==> src/hdl/assert_macros.svh <==
// ----------------------------------------------------------------------------
// assert_macros.svh
// Assertion macros for the deque core; empty bodies when synthesizing.
// ----------------------------------------------------------------------------
`ifndef ASSERT_MACROS_SVH
`define ASSERT_MACROS_SVH

`ifndef SYNTHESIS

// Condition must hold at every edge outside reset
`define ORDL_ASSERT(lbl, cond) \
    lbl: assert property (@(posedge clk) disable iff (!rst_n) (cond)) \
        else $error("deque assertion failed");

// Antecedent implies consequent in the next cycle
`define ORDL_ASSERT_NEXT(lbl, ante, cons) \
    lbl: assert property (@(posedge clk) disable iff (!rst_n) (ante) |=> (cons)) \
        else $error("deque assertion failed");

`else

`define ORDL_ASSERT(lbl, cond)
`define ORDL_ASSERT_NEXT(lbl, ante, cons)

`endif

`endif

==> src/hdl/ordl_pkg.sv <==
// ----------------------------------------------------------------------------
// ordl_pkg
// Shared types and constants of the output restricted deque core.
// ----------------------------------------------------------------------------
package ordl_pkg;

    // Buffer geometry
    localparam int DEPTH  = 16;
    localparam int PTR_W  = $clog2(DEPTH);
    localparam int CNT_W  = $clog2(DEPTH + 1);
    localparam int DATA_W = 32;
    localparam int OCC_W  = 5;

    // Command codes
    typedef enum logic [1:0] {
        ACT_PUSH_HEAD = 2'd0,
        ACT_PUSH_TAIL = 2'd1,
        ACT_POP       = 2'd2,
        ACT_DUMP      = 2'd3
    } action_t;

    // Status codes
    localparam logic [1:0] STAT_OK    = 2'd0;
    localparam logic [1:0] STAT_FULL  = 2'd1;
    localparam logic [1:0] STAT_EMPTY = 2'd2;

    typedef struct packed {
        logic [1:0]               action;
        logic signed [DATA_W-1:0] value;
    } cmd_t;

    typedef struct packed {
        logic [1:0]               status;
        logic signed [DATA_W-1:0] data;
        logic [OCC_W-1:0]         occupancy;
        logic                     last;
    } result_t;

endpackage

==> src/hdl/ordl_ram.sv <==
// ----------------------------------------------------------------------------
// ordl_ram
// Generic single write, single read RAM with registered read data.
// ----------------------------------------------------------------------------
module ordl_ram #(
    parameter int WIDTH = 32,
    parameter int DEPTH = 16
) (
    input  logic                     clk,
    input  logic                     we,
    input  logic [$clog2(DEPTH)-1:0] waddr,
    input  logic [WIDTH-1:0]         wdata,
    input  logic [$clog2(DEPTH)-1:0] raddr,
    output logic [WIDTH-1:0]         rdata
);

    logic [WIDTH-1:0] mem [DEPTH];

    // Write port and registered read port
    always_ff @(posedge clk)
    begin
        if (we)
        begin
            mem[waddr] <= wdata;
        end
        rdata <= mem[raddr];
    end

endmodule

==> src/hdl/ordl_ctrl.sv <==
// ----------------------------------------------------------------------------
// ordl_ctrl
// Sequencer and pointer state; one shared wrap-around step unit moves
// the head, tail and dump walk pointers.
// ----------------------------------------------------------------------------
module ordl_ctrl (
    input  logic                          clk,
    input  logic                          rst_n,
    input  logic                          start,
    input  ordl_pkg::cmd_t                cmd,
    output logic                          busy,
    output logic                          ram_we,
    output logic [ordl_pkg::PTR_W-1:0]    ram_waddr,
    output logic [ordl_pkg::DATA_W-1:0]   ram_wdata,
    output logic [ordl_pkg::PTR_W-1:0]    ram_raddr,
    input  logic [ordl_pkg::DATA_W-1:0]   ram_rdata,
    output logic                          res_load,
    output ordl_pkg::result_t             res_next
);

    typedef enum logic [2:0] {
        S_IDLE = 3'b001,
        S_POP  = 3'b010,
        S_DUMP = 3'b100
    } state_t;

    state_t                       state_reg, state_next;
    logic [ordl_pkg::PTR_W-1:0]   head_reg, head_next;
    logic [ordl_pkg::PTR_W-1:0]   tail_reg, tail_next;
    logic [ordl_pkg::PTR_W-1:0]   walk_reg, walk_next;
    logic [ordl_pkg::CNT_W-1:0]   count_reg, count_next;
    logic [ordl_pkg::CNT_W-1:0]   left_reg, left_next;

    logic                         accept;
    logic                         full;
    logic                         empty;
    logic [ordl_pkg::PTR_W-1:0]   step_src;
    logic                         step_up;
    logic [ordl_pkg::PTR_W-1:0]   step_out;

    assign busy   = (state_reg != S_IDLE);
    assign accept = start && !busy;
    assign full   = (count_reg == ordl_pkg::CNT_W'(ordl_pkg::DEPTH));
    assign empty  = (count_reg == '0);

    // Operand select for the shared step unit
    always_comb
    begin
        step_src = head_reg;
        step_up  = 1'b1;
        if (state_reg == S_DUMP)
        begin
            step_src = walk_reg;
        end
        else if (cmd.action == ordl_pkg::ACT_PUSH_HEAD)
        begin
            step_up = 1'b0;
        end
        else if (cmd.action == ordl_pkg::ACT_PUSH_TAIL)
        begin
            step_src = tail_reg;
        end
    end

    // Shared step unit: +1 or -1 modulo DEPTH
    always_comb
    begin
        if (step_up)
        begin
            step_out = (step_src == ordl_pkg::PTR_W'(ordl_pkg::DEPTH - 1)) ?
                       '0 : step_src + 1'b1;
        end
        else
        begin
            step_out = (step_src == '0) ?
                       ordl_pkg::PTR_W'(ordl_pkg::DEPTH - 1) : step_src - 1'b1;
        end
    end

    assign ram_raddr = (state_reg == S_DUMP) ? walk_reg : head_reg;

    // Sequencer
    always_comb
    begin
        state_next = state_reg;
        head_next  = head_reg;
        tail_next  = tail_reg;
        walk_next  = walk_reg;
        count_next = count_reg;
        left_next  = left_reg;
        ram_we     = 1'b0;
        ram_waddr  = tail_reg;
        ram_wdata  = cmd.value;
        res_load   = 1'b0;
        res_next   = '{status: ordl_pkg::STAT_OK, data: '0,
                       occupancy: ordl_pkg::OCC_W'(count_reg), last: 1'b1};

        unique case (state_reg)
            S_IDLE:
            begin
                if (accept)
                begin
                    unique case (cmd.action)
                        ordl_pkg::ACT_PUSH_HEAD,
                        ordl_pkg::ACT_PUSH_TAIL:
                        begin
                            res_load = 1'b1;
                            if (full)
                            begin
                                res_next.status = ordl_pkg::STAT_FULL;
                            end
                            else
                            begin
                                ram_we     = 1'b1;
                                count_next = count_reg + 1'b1;
                                res_next.occupancy = ordl_pkg::OCC_W'(count_next);
                                if (cmd.action == ordl_pkg::ACT_PUSH_HEAD)
                                begin
                                    ram_waddr = step_out;
                                    head_next = step_out;
                                end
                                else
                                begin
                                    tail_next = step_out;
                                end
                            end
                        end
                        ordl_pkg::ACT_POP:
                        begin
                            if (empty)
                            begin
                                res_load        = 1'b1;
                                res_next.status = ordl_pkg::STAT_EMPTY;
                            end
                            else
                            begin
                                // word at head comes back next cycle
                                head_next  = step_out;
                                count_next = count_reg - 1'b1;
                                state_next = S_POP;
                            end
                        end
                        ordl_pkg::ACT_DUMP:
                        begin
                            if (empty)
                            begin
                                res_load        = 1'b1;
                                res_next.status = ordl_pkg::STAT_EMPTY;
                            end
                            else
                            begin
                                walk_next  = step_out;
                                left_next  = count_reg;
                                state_next = S_DUMP;
                            end
                        end
                    endcase
                end
            end
            S_POP:
            begin
                res_load      = 1'b1;
                res_next.data = ram_rdata;
                state_next    = S_IDLE;
            end
            S_DUMP:
            begin
                // one element per cycle, next read already issued
                res_load      = 1'b1;
                res_next.data = ram_rdata;
                res_next.last = (left_reg == ordl_pkg::CNT_W'(1));
                walk_next     = step_out;
                left_next     = left_reg - 1'b1;
                if (left_reg == ordl_pkg::CNT_W'(1))
                begin
                    state_next = S_IDLE;
                end
            end
            default:
            begin
                state_next = S_IDLE;
            end
        endcase
    end

    // State registers
    always_ff @(posedge clk or negedge rst_n)
    begin
        if (!rst_n)
        begin
            state_reg <= S_IDLE;
            head_reg  <= '0;
            tail_reg  <= '0;
            walk_reg  <= '0;
            count_reg <= '0;
            left_reg  <= '0;
        end
        else
        begin
            state_reg <= state_next;
            head_reg  <= head_next;
            tail_reg  <= tail_next;
            walk_reg  <= walk_next;
            count_reg <= count_next;
            left_reg  <= left_next;
        end
    end

endmodule

==> src/hdl/output_restricted_deque_core.sv <==
// ----------------------------------------------------------------------------
// output_restricted_deque_core
// Circular buffer of signed words, pushed at head or tail, popped at head.
// ----------------------------------------------------------------------------
// Usage:
//   Command channel: an item (action, value) is taken on a rising edge with
//   start high and busy low. Result channel: each result item is shown for
//   one cycle with done high; the receiver cannot stall it.
// Per action:
//   Push (either end) and refused actions: result in the cycle after
//   accept; busy stays low, so one item per cycle.
//   Pop: busy is high for one cycle, in S_POP; the result passes the
//   registered read port and then the result register.
//   Dump of N elements: busy is high in S_DUMP until the last of the N
//   results is loaded; the first result follows the registered read port,
//   then one per cycle. The walk reads one element per cycle from the RAM.
// Reset:
//   Pointers and count go to zero and the buffer is empty; stored words
//   are undefined until written. No clearing pass is needed.
// ----------------------------------------------------------------------------
`include "assert_macros.svh"

module output_restricted_deque_core (
    input  logic              clk,
    input  logic              rst_n,
    input  logic              start,
    input  ordl_pkg::cmd_t    cmd,
    output logic              busy,
    output logic              done,
    output ordl_pkg::result_t result
);

    logic                          ram_we;
    logic [ordl_pkg::PTR_W-1:0]    ram_waddr;
    logic [ordl_pkg::DATA_W-1:0]   ram_wdata;
    logic [ordl_pkg::PTR_W-1:0]    ram_raddr;
    logic [ordl_pkg::DATA_W-1:0]   ram_rdata;
    logic                          res_load;
    ordl_pkg::result_t             res_next;
    logic                          done_reg;
    ordl_pkg::result_t             result_reg;

    ordl_ctrl u_ctrl (
        .clk       (clk),
        .rst_n     (rst_n),
        .start     (start),
        .cmd       (cmd),
        .busy      (busy),
        .ram_we    (ram_we),
        .ram_waddr (ram_waddr),
        .ram_wdata (ram_wdata),
        .ram_raddr (ram_raddr),
        .ram_rdata (ram_rdata),
        .res_load  (res_load),
        .res_next  (res_next)
    );

    ordl_ram #(
        .WIDTH (ordl_pkg::DATA_W),
        .DEPTH (ordl_pkg::DEPTH)
    ) u_store (
        .clk   (clk),
        .we    (ram_we),
        .waddr (ram_waddr),
        .wdata (ram_wdata),
        .raddr (ram_raddr),
        .rdata (ram_rdata)
    );

    // Result output register
    always_ff @(posedge clk or negedge rst_n)
    begin
        if (!rst_n)
        begin
            done_reg <= 1'b0;
        end
        else
        begin
            done_reg <= res_load;
        end
    end

    always_ff @(posedge clk)
    begin
        if (res_load)
        begin
            result_reg <= res_next;
        end
    end

    assign done   = done_reg;
    assign result = result_reg;

    // Checks
    `ORDL_ASSERT_NEXT(a_push_one_cycle,
        start && !busy && (cmd.action == ordl_pkg::ACT_PUSH_HEAD ||
                           cmd.action == ordl_pkg::ACT_PUSH_TAIL),
        done && result.last)
    `ORDL_ASSERT_NEXT(a_dump_contiguous, done && !result.last, done)
    `ORDL_ASSERT(a_full_occupancy,
        !(done && result.status == ordl_pkg::STAT_FULL) ||
        result.occupancy == ordl_pkg::OCC_W'(ordl_pkg::DEPTH))
    `ORDL_ASSERT(a_empty_result,
        !(done && result.status == ordl_pkg::STAT_EMPTY) ||
        (result.occupancy == '0 && result.last))

endmodule
==> config.mk <==
export PLATFORM = sky130hd
export DESIGN_NAME = output_restricted_deque_core
export DESIGN_NICKNAME = d
export VERILOG_FILES = /design/src/hdl/ordl_pkg.sv /design/src/hdl/ordl_ram.sv /design/src/hdl/ordl_ctrl.sv /design/src/hdl/output_restricted_deque_core.sv
export VERILOG_INCLUDE_DIRS = /design/src /design/src/hdl
export SDC_FILE = /design/constraint.sdc
export NUM_CORES = 1
export LEC_CHECK = 0
export BUFFER_PORTS_ARGS = -buffer_cell sky130_fd_sc_hd__buf_4
export CORE_MARGIN = 1
export CORE_UTILIZATION = 45
export DETAILED_ROUTE_END_ITERATION = 12
export HOLD_SLACK_MARGIN = 0.05
export SYNTH_ARGS = -nofsm -noshare
export SYNTH_HDL_FRONTEND = slang
export SYNTH_SLANG_ARGS = --single-unit
==> constraint.sdc <==
create_clock -name clk -period 5.6 [get_ports clk]
set_input_delay 1.12 -clock clk [delete_from_list [all_inputs] [get_ports clk]]
set_output_delay 1.12 -clock clk [all_outputs]
set_load 0.02 [all_outputs]
==> summary by stage, run 1 <==
Cells and area
The leading cell type in the layout, fill and taps excluded is edfxtp_1. The fraction of final layout cells sized beyond drive strength 1 is 13.3%. In the final design database the tool counted 1,830 nets. The register with the most flip-flops in the layout has roughly 500 of them. Leaving out fill and tap cells, the most frequent cells in the layout are 552 x edfxtp_1, 284 x nand2_1, 162 x a211oi_1, 132 x nor2b_1, 117 x buf_4. Compared with the post-synthesis result, the final layout area differs by 14.6%. The end-of-flow core utilization is 52.6%. After routing the design area is 27,800 um2.

Placement
The port buffer count is 78. At the end of routability-driven placement, the weighted congestion stood at 0.803. The total cell area at the placement stage is about 26,000 um2.

Detailed placement finished with a half-perimeter wire length of 30,900 um.

Timing
The final-report max-slew violation count is 0. The number of setup violations in the final report is 0. Derived from the worst setup path, the maximum achievable clock frequency is 227 MHz.

The share of the clock period used by the worst path after layout is between 70% and 80%. The normalized max-slew margin is about a quarter. Setup repair after global routing left no endpoint under its margin. The worst-case clock skew is approximately 0.018 ns. The count of final hold-check violations is 0. Summed over all failing endpoints, the final setup total negative slack is 0 ns. For the pin with the worst max-slew slack, the measured transition is 1.11 ns. For the finished layout, the period the worst path requires is 4.40 ns.

CTS
The number of buffers inserted during clock tree synthesis is 61. The clock sink count is 610. The clock tree from TritonCTS is built.

The count of instances resized after the clock tree is built is 0. After clock tree synthesis, the clock-pin slew on the worst setup and hold paths is 0.06 ns. The maximum buffer depth of the clock tree is 3. The clock tree root buffer cell is clkbuf_16.

After clock tree synthesis, the flow added hold-fix buffers numbering 0. The number of buffers inserted to repair setup after CTS is 0. The maximum level of the CTS H-tree is 2.

The clock latency of the later-clocked register in the worst-skew pair is approximately 0.63 ns.

Flow run
The tool flagged a number of max-cap violations equal to 0.

Power
The cell-internal power is 0.00946 W. VDD sags by at most 0.312 mV. In this run switching power makes up between 30 and 40% of total power. Overall power consumption after layout is estimated at 0.0148 W. Summed over all cells, the static leakage comes to around 9.1 nW. The portion of total power attributed to sequential cells is 38.4%. The proportion of power drawn by combinational gates is about 35%. For this design the total switching power over the nets is 0.00536 W. The total power density per cell area is about 530 nW/um2. Per report_power, the clock group accounts for a little over a quarter of the total.

Die
The number of standard-cell rows in the floorplan is 84. The die covers approximately 55,000 um2. The horizontal extent of the die is 234 um. For this design the top-level I/O count stands at 79.

The core region is approximately 53,000 um2. The die is 234 um tall. Once the floorplan was initialized, standard cells occupied 45.9% of the core.

Setup path
For the worst setup path, the data arrival time is 4.76 ns. The kind of launch point of the worst setup path is a flop. At the worst endpoint, the required time is 5.96 ns. The sort of element at the end of the critical path is a flop. The worst setup path is of the flop to flop kind. The largest fanout on the critical path is 20.

Synth
When the netlist entered floorplanning its net count stood at 1,761. The synthesized netlist contains 54 unique library cells. The register area share after synthesis is roughly three quarters. The cell area that synthesis handed to floorplanning was 24,300 um2. The mean cell area of the mapped netlist is 14.1 um2. The gate count after technology mapping is 1,718. The largest total area in the synthesized netlist belongs to edfxtp_1. The fraction of synthesis flops using an asynchronous set or reset pin is 4.26%.

The number of register bits inferred by synthesis is between 600 and 700. The count of yosys warnings during synthesis is 0. Counting flops with a built-in enable in the synthesized netlist gives between 500 and 600. Of the post-synthesis cell area, the dominant cell type holds a little under 70%. The leading register cell type out of synthesis is edfxtp_1. Yosys attributes the largest share of cell area to edfxtp_1 68%, a211oi_1 5.3%, nand2_1 4.4%.

Routing
The total number of vias is 14,100. The total wirelength of the detailed-routed design is 53,800 um. Using the TritonRoute via totals, the vias-per-cell ratio works out to 5.59.

The detailed router finished its first iteration with ~1,100 violations. The count of nets left with antenna violations once routing finished came out at 0. The length of the first detailed-routing pass in iterations is 9. After detailed routing, the average wire length per cell comes to 21.3 um.

In the routed design, unresolved DRC markers number 10.

Run status
The checks that failed: DRC. The flow ran to the end, but the final reports show violations.

GRT
The via count of the first global-routing pass is roughly 14,000. The initial antenna violation count is 0. The first global-routing pass estimated between 80,000 and 90,000 um of wire. The all-layer global routing usage is 19.9%. The total congestion overflow after global routing is 0. Entering global routing, the biggest net connects 98 pins.

Hold path
In this run the worst hold path is classified as input pin to asynchronous set/reset pin.
stage by stage:
| stage | setup slack, ns | hold slack (ns) | instances |
|---|---|---|---|
| floorplan | -0.170 | 0.471 | 1718 |
| global placement | 0.656 | 0.484 | 2412 |
| detailed placement | 0.634 | 0.487 | 2412 |
| CTS | 1.19 | 0.389 | 2528 |
| global route | 0.834 | 0.412 | 2528 |
| finish | 1.20 | 0.411 | 2529 |
synthesized netlist by cell type, types with 3 or more instances:
cell type  count
ha_1           6
o21a_1         6
nand2_1      285
a21oi_1       84
xor2_1         3
buf_2         36
nor2b_1      132
dfrtp_1       25
dfxtp_1       32
inv_1         11
and2_1        34
clkbuf_1      64
a31oi_1       68
edfxtp_1     552
nor3_1         9
or3_1          3
mux2i_1        7
buf_4         14
a311oi_1      64
nand3_1        7
o21ai_1        3
buf_6          7
o21ai_0       20
mux2_2         6
nand2b_1       3
xnor2_1        6
nand4_1        3
nor2_1        26
a211oi_1     170
power groups by stage:
stage               Sequential [W]  Clock, W  Combinational [W]
floorplan                  0.00587         0            0.00339
global placement           0.00578         0            0.00509
detailed placement         0.00579         0            0.00517
CTS                        0.00570   0.00410            0.00519
global route               0.00574   0.00425            0.00566
finish                     0.00569   0.00401            0.00513
worst max-delay path: stages (launching register included):
cell and delay, ns:
dfrtp_1 0.43, nor3b_2 0.59, nand2_1 0.21, o21ai_1 0.23, inv_1 0.13, ha_1 0.30, nor3_1 0.16, a31oi_1 0.08
a41oi_1 0.36, nor3_1 0.10, o21a_1 0.18, a41oi_1 0.78, nor2_4 0.29, buf_12 0.26
layout make-up:
type,instances,area [um2]
antenna,1,2.50
clock buffer,85,1660
sequential,610,17900
timing repair buffer,128,1100
multi-input combinational,975,5950
tap,688,861
fill,4342,25100
clock inverter,31,319
inverter,11,41.3
final timing paths:
check	from	end	slack, ns	depth (start not counted)
max	u_ctrl.state_reg[1]$_DFFE_PN0P_	u_store.mem[13][14]$_DFFE_PP_	1.20	13
min	rst_n	u_ctrl.count_reg[4]$_DFFE_PN0P_	0.41	1
max reg2reg	u_ctrl.state_reg[1]$_DFFE_PN0P_	u_store.mem[13][14]$_DFFE_PP_	1.20	13
min reg2reg	u_store.rdata[13]$_DFF_P_	result[19]$_SDFFCE_PN0P_	0.50	1
max in group asynchronous	rst_n	u_ctrl.state_reg[0]$_DFFE_PN1P_	4.88	1
min in group clk	u_store.rdata[13]$_DFF_P_	result[19]$_SDFFCE_PN0P_	0.50	1
cells by family after synthesis:
kind of cell / count (synthesis) / share of synthesized area, %
adders and majority gates: 6 / 0.310
and+or+nand+nor: 514 / 10.1
buffers and inverters: 133 / 2.68
AOI/OAI and AO/OA: 432 / 12.3
muxes: 14 / 0.660
DFF: 610 / 73.7
xor gates and xnor gates: 9 / 0.325
routing by layer:
metal	vias up	global-route usage (%)	share of wire, %
li1	6691	-	-
met1	7060	27.1	45
met2	316	32.9	49
met3	70	3.23	4.4
met4	0	5.74	2.2
met5	-	0	0
Note: power is estimated with default switching activity, not from simulation.
==> run 2: changes to the inputs <==
Clock period 5.6 ns to 4.55 ns, I/O delays scaled along.
==> run 2 against run 1 <==
The flow still finishes with violations (DRC); largest power group unchanged; worst setup slack got worse by 0.70 ns; largest cell class unchanged; critical endpoint is now u_store.mem[12][9]$_DFFE_PP_; sequential cell count unchanged; highest routed layer unchanged; count of clock-buffer cells in the layout decreased by 7.
==> summary by stage, run 2 (synthesis gave the netlist of run 1 again) <==
Run status
The run finished, with violations left. The checks that failed: DRC.

Cells and area
Cells fill 52.9% of the core in the end. Leaving out fill and tap cells, the most frequent cell in the layout is edfxtp_1. The synthesis-to-layout area growth is 15.3%. The register with the most flip-flops in the layout has about 500 of them. In the layout the commonest cells are 552 x edfxtp_1, 284 x nand2_1, 162 x a211oi_1, 132 x nor2b_1, 107 x buf_4. The post-route netlist has 13.7% of its cells at a drive strength greater than 1. Summing all non-filler instances in the final layout gives an area of 28,000 um2.

After the last flow step, the layout net total stands at 1,833. The number of antenna diodes is 0.

Timing
The number of setup violations in the final report is 0. Setup repair after global routing left no endpoint under its margin. The worst-case clock skew is 0.0144 ns. The final critical-path required period is approximately 4 ns. Adding up every negative setup slack in the final design gives 0 ns. Of the available clock period, the critical path in the final layout requires around 89%. The worst path setup slack after routing is 0.506 ns. The count of final hold-check violations came to 0. At the pin with the least slew margin, the transition time is roughly 1.1 ns. Measured against its own limit, the worst slew margin works out to about 25%. For this run, the top clock speed supported by timing is 247 MHz. The final-report max-slew violation count is 0.

CTS
The number of gates resized after CTS was 0. Clock latency on the worst-skew pair, taken at its later pin, is 0.63 ns. The tree built by TritonCTS fans out to just over 600 sinks.

Once the clock tree was built, the setup fixing pass inserted 0 buffers. The maximum level of the CTS H-tree is 2. The clock tree from TritonCTS is built. In this run, CTS created clock tree buffers numbering 61. The CTS clock-pin slew for the worst setup and hold paths is 0.06 ns. The maximum buffer depth of the clock tree is 3. In this run the clock root is driven by a clkbuf_16.

The count of hold buffers inserted by post-cts repair is 0.

Power
The highest ir drop seen on vdd is between 0.7 and 0.8 mV. The clock share of power is between 20% and 30%. The portion of total power attributed to sequential cells is a little under two fifths. The net load switching power is roughly 0.0066 W. The proportion of power drawn by combinational gates is ~35%. The total power density per cell area is 651 nW/um2.

Of the total power, the share spent switching nets is 36.2%. The cell-internal power is 0.0116 W. In this run the static leakage power is approximately 9 nW.

Overall power consumption after layout is estimated at between 0.015 and 0.02 W.

Placement
The congestion estimate from routability-driven global placement came to 0.840. Timing analysis after detailed placement gives a worst setup slack of -0.0369 ns. The total half-perimeter wirelength after legalization and detailed placement is about 30,000 um. The port buffer count is 78.

The total cell area at the placement stage is 26,000 um2.

Setup path
Of all nets on the critical path, the largest fanout is 23. The worst setup path is captured at a flop. The setup path with the least slack is of type flop to flop. The kind of launch point of the worst setup path is a flop. The cell type group with the largest total delay on the critical path is compound AO/OA/AOI/OAI gates. The data arrival time of the critical path is 4.43 ns. The endpoint required time on the critical path is 4.94 ns.

Counting buffers and inverters, the worst setup path is 13 cells deep. The depth of the worst register-to-register path is 13. The cell type of the slowest stage on the worst timing path is a41oi_1.

Walking the worst path, the cells encountered are nor3b_2, buf_4, o21ai_1, inv_1, ha_1, nor3_1, a31oi_1, a41oi_1, nor3_1, o21a_1, a41oi_1, nor2_4, buf_12. The largest single stage delay on the critical path is 0.83 ns. The sum of buffers and inverters on the critical path is 3.

Routing
The total wirelength of the detailed-routed design is 53,600 um. In the routed design, unresolved DRC markers number 1. In the final routed layout, each cell accounts on average for 21.2 um. The number of DRC markers in iteration 0 is 1,087. In the routed layout, each cell is associated on average with a via count of 5.62. For this run, the detailed router's first-pass iteration total came to 9. The routed layout has 14,200 vias.

The number of nets with antenna violations after detailed routing is 0.

GRT
The total congestion overflow after global routing is 0. Entering global routing, the biggest net connects 161 pins. The first-pass GRT wire length is 82,900 um. The initial antenna violation count was 0. The all-layer global routing usage is 19.9%. The via count of the first global-routing pass is roughly 14,000.

Die
79 I/O pins were placed. The floorplan die area is 54,800 um2. The number of standard-cell rows in the floorplan is 84. The initial utilization of the core area, before any placement, comes to 45.9%. Measured along the y axis, the die boundary spans 234 um.

Measured along the x axis, the die boundary spans about 230 um. The core footprint is roughly 53,000 um2.

Hold path
The path class of the tightest hold or removal check is input pin to asynchronous set/reset pin.

Flow run
Across the run, the number of max-cap violations was 0.
## run 2: cell types whose count changed in the layout (fill, tap and decap cells not counted), moves of 2 or more
cell and change:
inv_6 +2, clkinvlp_4 +4, buf_4 -10, clkinv_8 -2, buf_12 +13, clkbuf_1 -7
## run 2: layer usage
layer | GRT usage (%) | part of all wire (%) | vias to the layer above | wire length [um]
met3 | 2.63 | 3.9 | 70 | 2070
met5 | 0 | 0 | - | 0
met4 | 6.15 | 2.1 | 0 | 1150
met2 | 32.9 | 49 | 309 | 26200
li1 | - | - | 6684 | -
met1 | 27.5 | 45 | 7155 | 24200
## run 2: final cells by class
| class | instances | area (um2) |
|---|---|---|
| fillers | 4386 | 24900 |
| flip-flops and latches | 610 | 17900 |
| multi-input cells | 975 | 5950 |
| clock buffers | 78 | 1630 |
| repair buffers | 131 | 1280 |
| well taps | 688 | 861 |
| clock inverters | 38 | 342 |
| inverters | 11 | 41.3 |
## run 2: power groups by stage
| stage | combinational [W] | sequential, W | clock, W |
|---|---|---|---|
| final | 0.00631 | 0.00700 | 0.00491 |
| after CTS | 0.00639 | 0.00700 | 0.00503 |
| after detailed placement | 0.00636 | 0.00712 | 0 |
| after global placement | 0.00629 | 0.00711 | 0 |
| after floorplan | 0.00418 | 0.00722 | 0 |
| after global routing | 0.00695 | 0.00705 | 0.00523 |
## run 2: worst register-to-register path, delay by kind of cell, from the launching register on
family / cells / cell delay, ns
adder cells (fa/ha/maj): 1 / 0.29
AO/OA/AOI/OAI: 5 / 1.70
buffers and inverters: 3 / 0.60
AND/OR/NAND/NOR: 4 / 0.59
flip-flops: 1 / 0.61
## run 2: through the flow
step	instances	hold WS, ns
after CTS	2531	0.175
after global routing	2531	0.208
after global placement	2415	0.489
after floorplan	1718	0.471
final	2531	0.200
after detailed placement	2415	0.490
## run 2: worst paths after layout
check	end	from	slack (ns)
max in group asynchronous	u_ctrl.state_reg[0]$_DFFE_PN1P_	rst_n	4.04
min in group clk	result[21]$_SDFFCE_PN0P_	u_store.rdata[15]$_DFF_P_	0.50
setup / recovery	u_store.mem[12][9]$_DFFE_PP_	u_ctrl.state_reg[0]$_DFFE_PN1P_	0.51
hold reg to reg	result[21]$_SDFFCE_PN0P_	u_store.rdata[15]$_DFF_P_	0.50
hold / removal	u_ctrl.state_reg[1]$_DFFE_PN0P_	rst_n	0.20
setup reg to reg	u_store.mem[12][9]$_DFFE_PP_	u_ctrl.state_reg[0]$_DFFE_PN1P_	0.51
==> run 3: changes to the inputs <==
Settings changed: RECOVER_POWER set to 25.
Clock period 4.55 ns to 4.4 ns, I/O delays scaled along.
==> run 3 against run 2 <==
The run ends with DRC, capacitance limit, slew limit left; combinational power up 6.7%; largest power group unchanged; highest routed layer unchanged; final area up 0.38%; non-clock buffer count up 16; sequential power up 3.6%.
==> summary by stage, run 3 (synthesis gave the netlist of run 1 again) <==
Setup path
Data arrives at the worst endpoint at 4.00 ns. The largest fanout on the critical path is 29. The critical path goes through nor3b_2, buf_4, nand2_1, o21ai_1, inv_1, ha_1, nor3_1, a31oi_1, a41oi_1, nor3_1, o21a_1, a41oi_1, nor2_4, buf_4. The largest individual stage delay along the critical path comes from the cell nor2_4. For the worst setup path, the data required time is 4.70 ns.

STA classifies the critical path startpoint as a flop. The biggest cell delay along the critical path is 0.88 ns. The worst setup path is of the flop to flop kind. STA classifies the critical path endpoint as a flop.

CTS
The number of setup buffers added after CTS is 0. No sink is reached through more buffers than the 3 on the longest clock path. The CTS clock-pin slew for the worst setup and hold paths is 0.06 ns.

Once the clock tree was built, the resizer swapped 0 gates to a different size. In this run, post-CTS hold repair placed 0 buffers. The clock latency of the later-clocked register in the worst-skew pair is around 0.6 ns.

Clock tree synthesis selected as its root buffer the cell clkbuf_16. The clock sink count is 610. The maximum level of the CTS H-tree is 3.

TritonCTS built the clock tree. Buffers inserted during clock tree synthesis total 66.

Flow run
Max-cap violations in this run came to 1.

Routing
The detailed-route wire length per cell is 21.8 um. The number of DRC markers in iteration 0 is 1,244. The total wirelength of the detailed-routed design is 55,700 um. The final routed DRC violation total is 5.

The length of the first detailed-routing pass in iterations is 9. In this run the remaining antenna-violating nets after routing total 0. The detailed-route vias per instance is 5.64. The final route contains 14,400 vias.

Die
The floorplan has 84 rows. The region available for standard cell placement spans 52,900 um2. For this design the top-level I/O count stands at 79. Once the floorplan was initialized, standard cells occupied 45.9% of the core. The die boundary height is 234 um. The horizontal extent of the die is around 230 um.

The die covers 54,800 um2.

Power
Cell internal power was estimated by the tool at 0.0123 W. Net switching is a little over a third of the power. The proportion of power drawn by combinational gates is 34.9%.

The worst-case IR drop observed on VDD is 0.593 mV. Per report_power, the sequential group accounts for 37.6% of the total. For this design the ratio of total power to cell area is 687 nW/um2.

The clock share of power is 27.5%. Summed over all cells, the static leakage comes to 9.16 nW. The net load switching power is 0.00695 W.

Cells and area
Once layout is complete, the cells apart from fillers number 2,550. 0 antenna diodes ended up in the layout. The count of nets after finishing is 1,854. The fraction of final layout cells sized beyond drive strength 1 is about an eighth. The leading cell type in the layout, fill and taps excluded is edfxtp_1. The library cells used most frequently in the layout, excluding fill and tap cells, are 552 x edfxtp_1, 284 x nand2_1, 162 x a211oi_1, 132 x nor2b_1, 102 x buf_4. The register with the most flip-flops in the layout has 512 of them. The synthesis-to-layout area growth is 15.8%.

Timing
The count of final hold-check violations is 0. The final critical-path required period is roughly 3.7 ns. Based on the critical path, the design can be clocked at up to 270 MHz. Setup violations remaining at the end of the flow were counted as 0. The worst hold slack across all endpoints is between 0.4 and 0.5 ns. For the pin with the worst max-slew slack, the measured transition is 1.54 ns. Summed over all failing endpoints, the final setup total negative slack is 0 ns. The final-report max-slew violation count is 27.

The share of the clock period used by the worst path after layout is 84.2%. The worst-case clock skew is ~0.019 ns. Setup repair after global routing left no endpoint under its margin. The worst pin sits at a relative slew slack of -2.51%.

Placement
The total half-perimeter wirelength after legalization and detailed placement is around 32,000 um. The routability-driven placement congestion ratio is a little over 0.8. The post-placement cell count is 2,431. In this run the tool buffered the top-level ports with 78 buffer cells.

Hold path
The class of the tightest hold or removal check is flop to flop.

Run status
The final reports fail on DRC, capacitance limit, slew limit. The run finished, with violations left.

GRT
Global routing consumed, over all layers together, 20.7% of the routing resources. The via count of the first global-routing pass was around 14,000. The maximum number of pins on one net before global-route repair is 157.

The first-pass GRT wire length is 84,500 um. The initial antenna violation count is 0. The total congestion overflow after global routing is 0.
-- run 3: cell count changes in the layout (fill, tap and decap cells not counted), sizes merged --
cell,before,now
buf,131,123
bufinv,5,3
clkbuf,78,119
clkinv,24,18
clkinvlp,5,1
inv,15,13
-- run 3: final timing paths --
kind / from / endpoint / slack (ns) / depth (start not counted)
worst max-delay path: u_ctrl.state_reg[1]$_DFFE_PN0P_ / u_store.mem[8][24]$_DFFE_PP_ / 0.70 / 14
worst min-delay path: u_store.rdata[31]$_DFF_P_ / result[37]$_SDFFCE_PN0P_ / 0.49 / 1
worst max register to register: u_ctrl.state_reg[1]$_DFFE_PN0P_ / u_store.mem[8][24]$_DFFE_PP_ / 0.70 / 14
worst min register to register: u_store.rdata[31]$_DFF_P_ / result[37]$_SDFFCE_PN0P_ / 0.49 / 1
max in group asynchronous: rst_n / u_ctrl.tail_reg[3]$_DFFE_PN0P_ / 2.83 / 1
min in group asynchronous: rst_n / u_ctrl.state_reg[2]$_DFFE_PN0P_ / 0.67 / 1
-- run 3: final cells by class --
| cell class | count | area, um2 |
|---|---|---|
| tap | 688 | 861 |
| fill | 4375 | 24800 |
| multi-input combinational | 975 | 5950 |
| sequential | 610 | 17900 |
| clock inverter | 24 | 206 |
| inverter | 11 | 41.3 |
| clock buffer | 95 | 1870 |
| timing repair buffer | 147 | 1280 |
-- run 3: power groups by stage --
stage / logic [W] / clock network [W] / registers, W
2_1_floorplan: 0.00434 / 0 / 0.00746
3_3_place_gp: 0.00670 / 0 / 0.00736
3_5_place_dp: 0.00679 / 0 / 0.00737
4_1_cts: 0.00681 / 0.00541 / 0.00725
5_1_grt: 0.00740 / 0.00563 / 0.00731
6_report: 0.00673 / 0.00530 / 0.00725
-- run 3: layer usage --
metal	wire (um)	GRT usage [%]	part of all wire [%]	vias to the layer above
li1	-	-	-	6734
met1	25400	29.5	46	7204
met2	26200	32.1	47	365
met3	2460	2.97	4.4	88
met4	1650	8.14	3.0	0
met5	0	0	0	-
-- run 3: critical path: cells and delay by family (launching register included) --
kind | cells | cell delay [ns]
flops | 1 | 0.43
compound gates | 5 | 0.73
simple gates | 5 | 1.42
fa+ha+maj | 1 | 0.28
buf+inv | 3 | 0.56
-- run 3: metrics by stage --
step                      util, %  setup slack [ns]  instance area, um2  total power, W
after CTS                    53.3             0.648               28200          0.0195
final                        53.1             0.696               28100          0.0193
after floorplan                 -            -0.205               24300          0.0118
after detailed placement     49.4             0.138               26100          0.0142
after global placement       49.4             0.151               26100          0.0141
after global routing         53.1             0.369               28100          0.0203
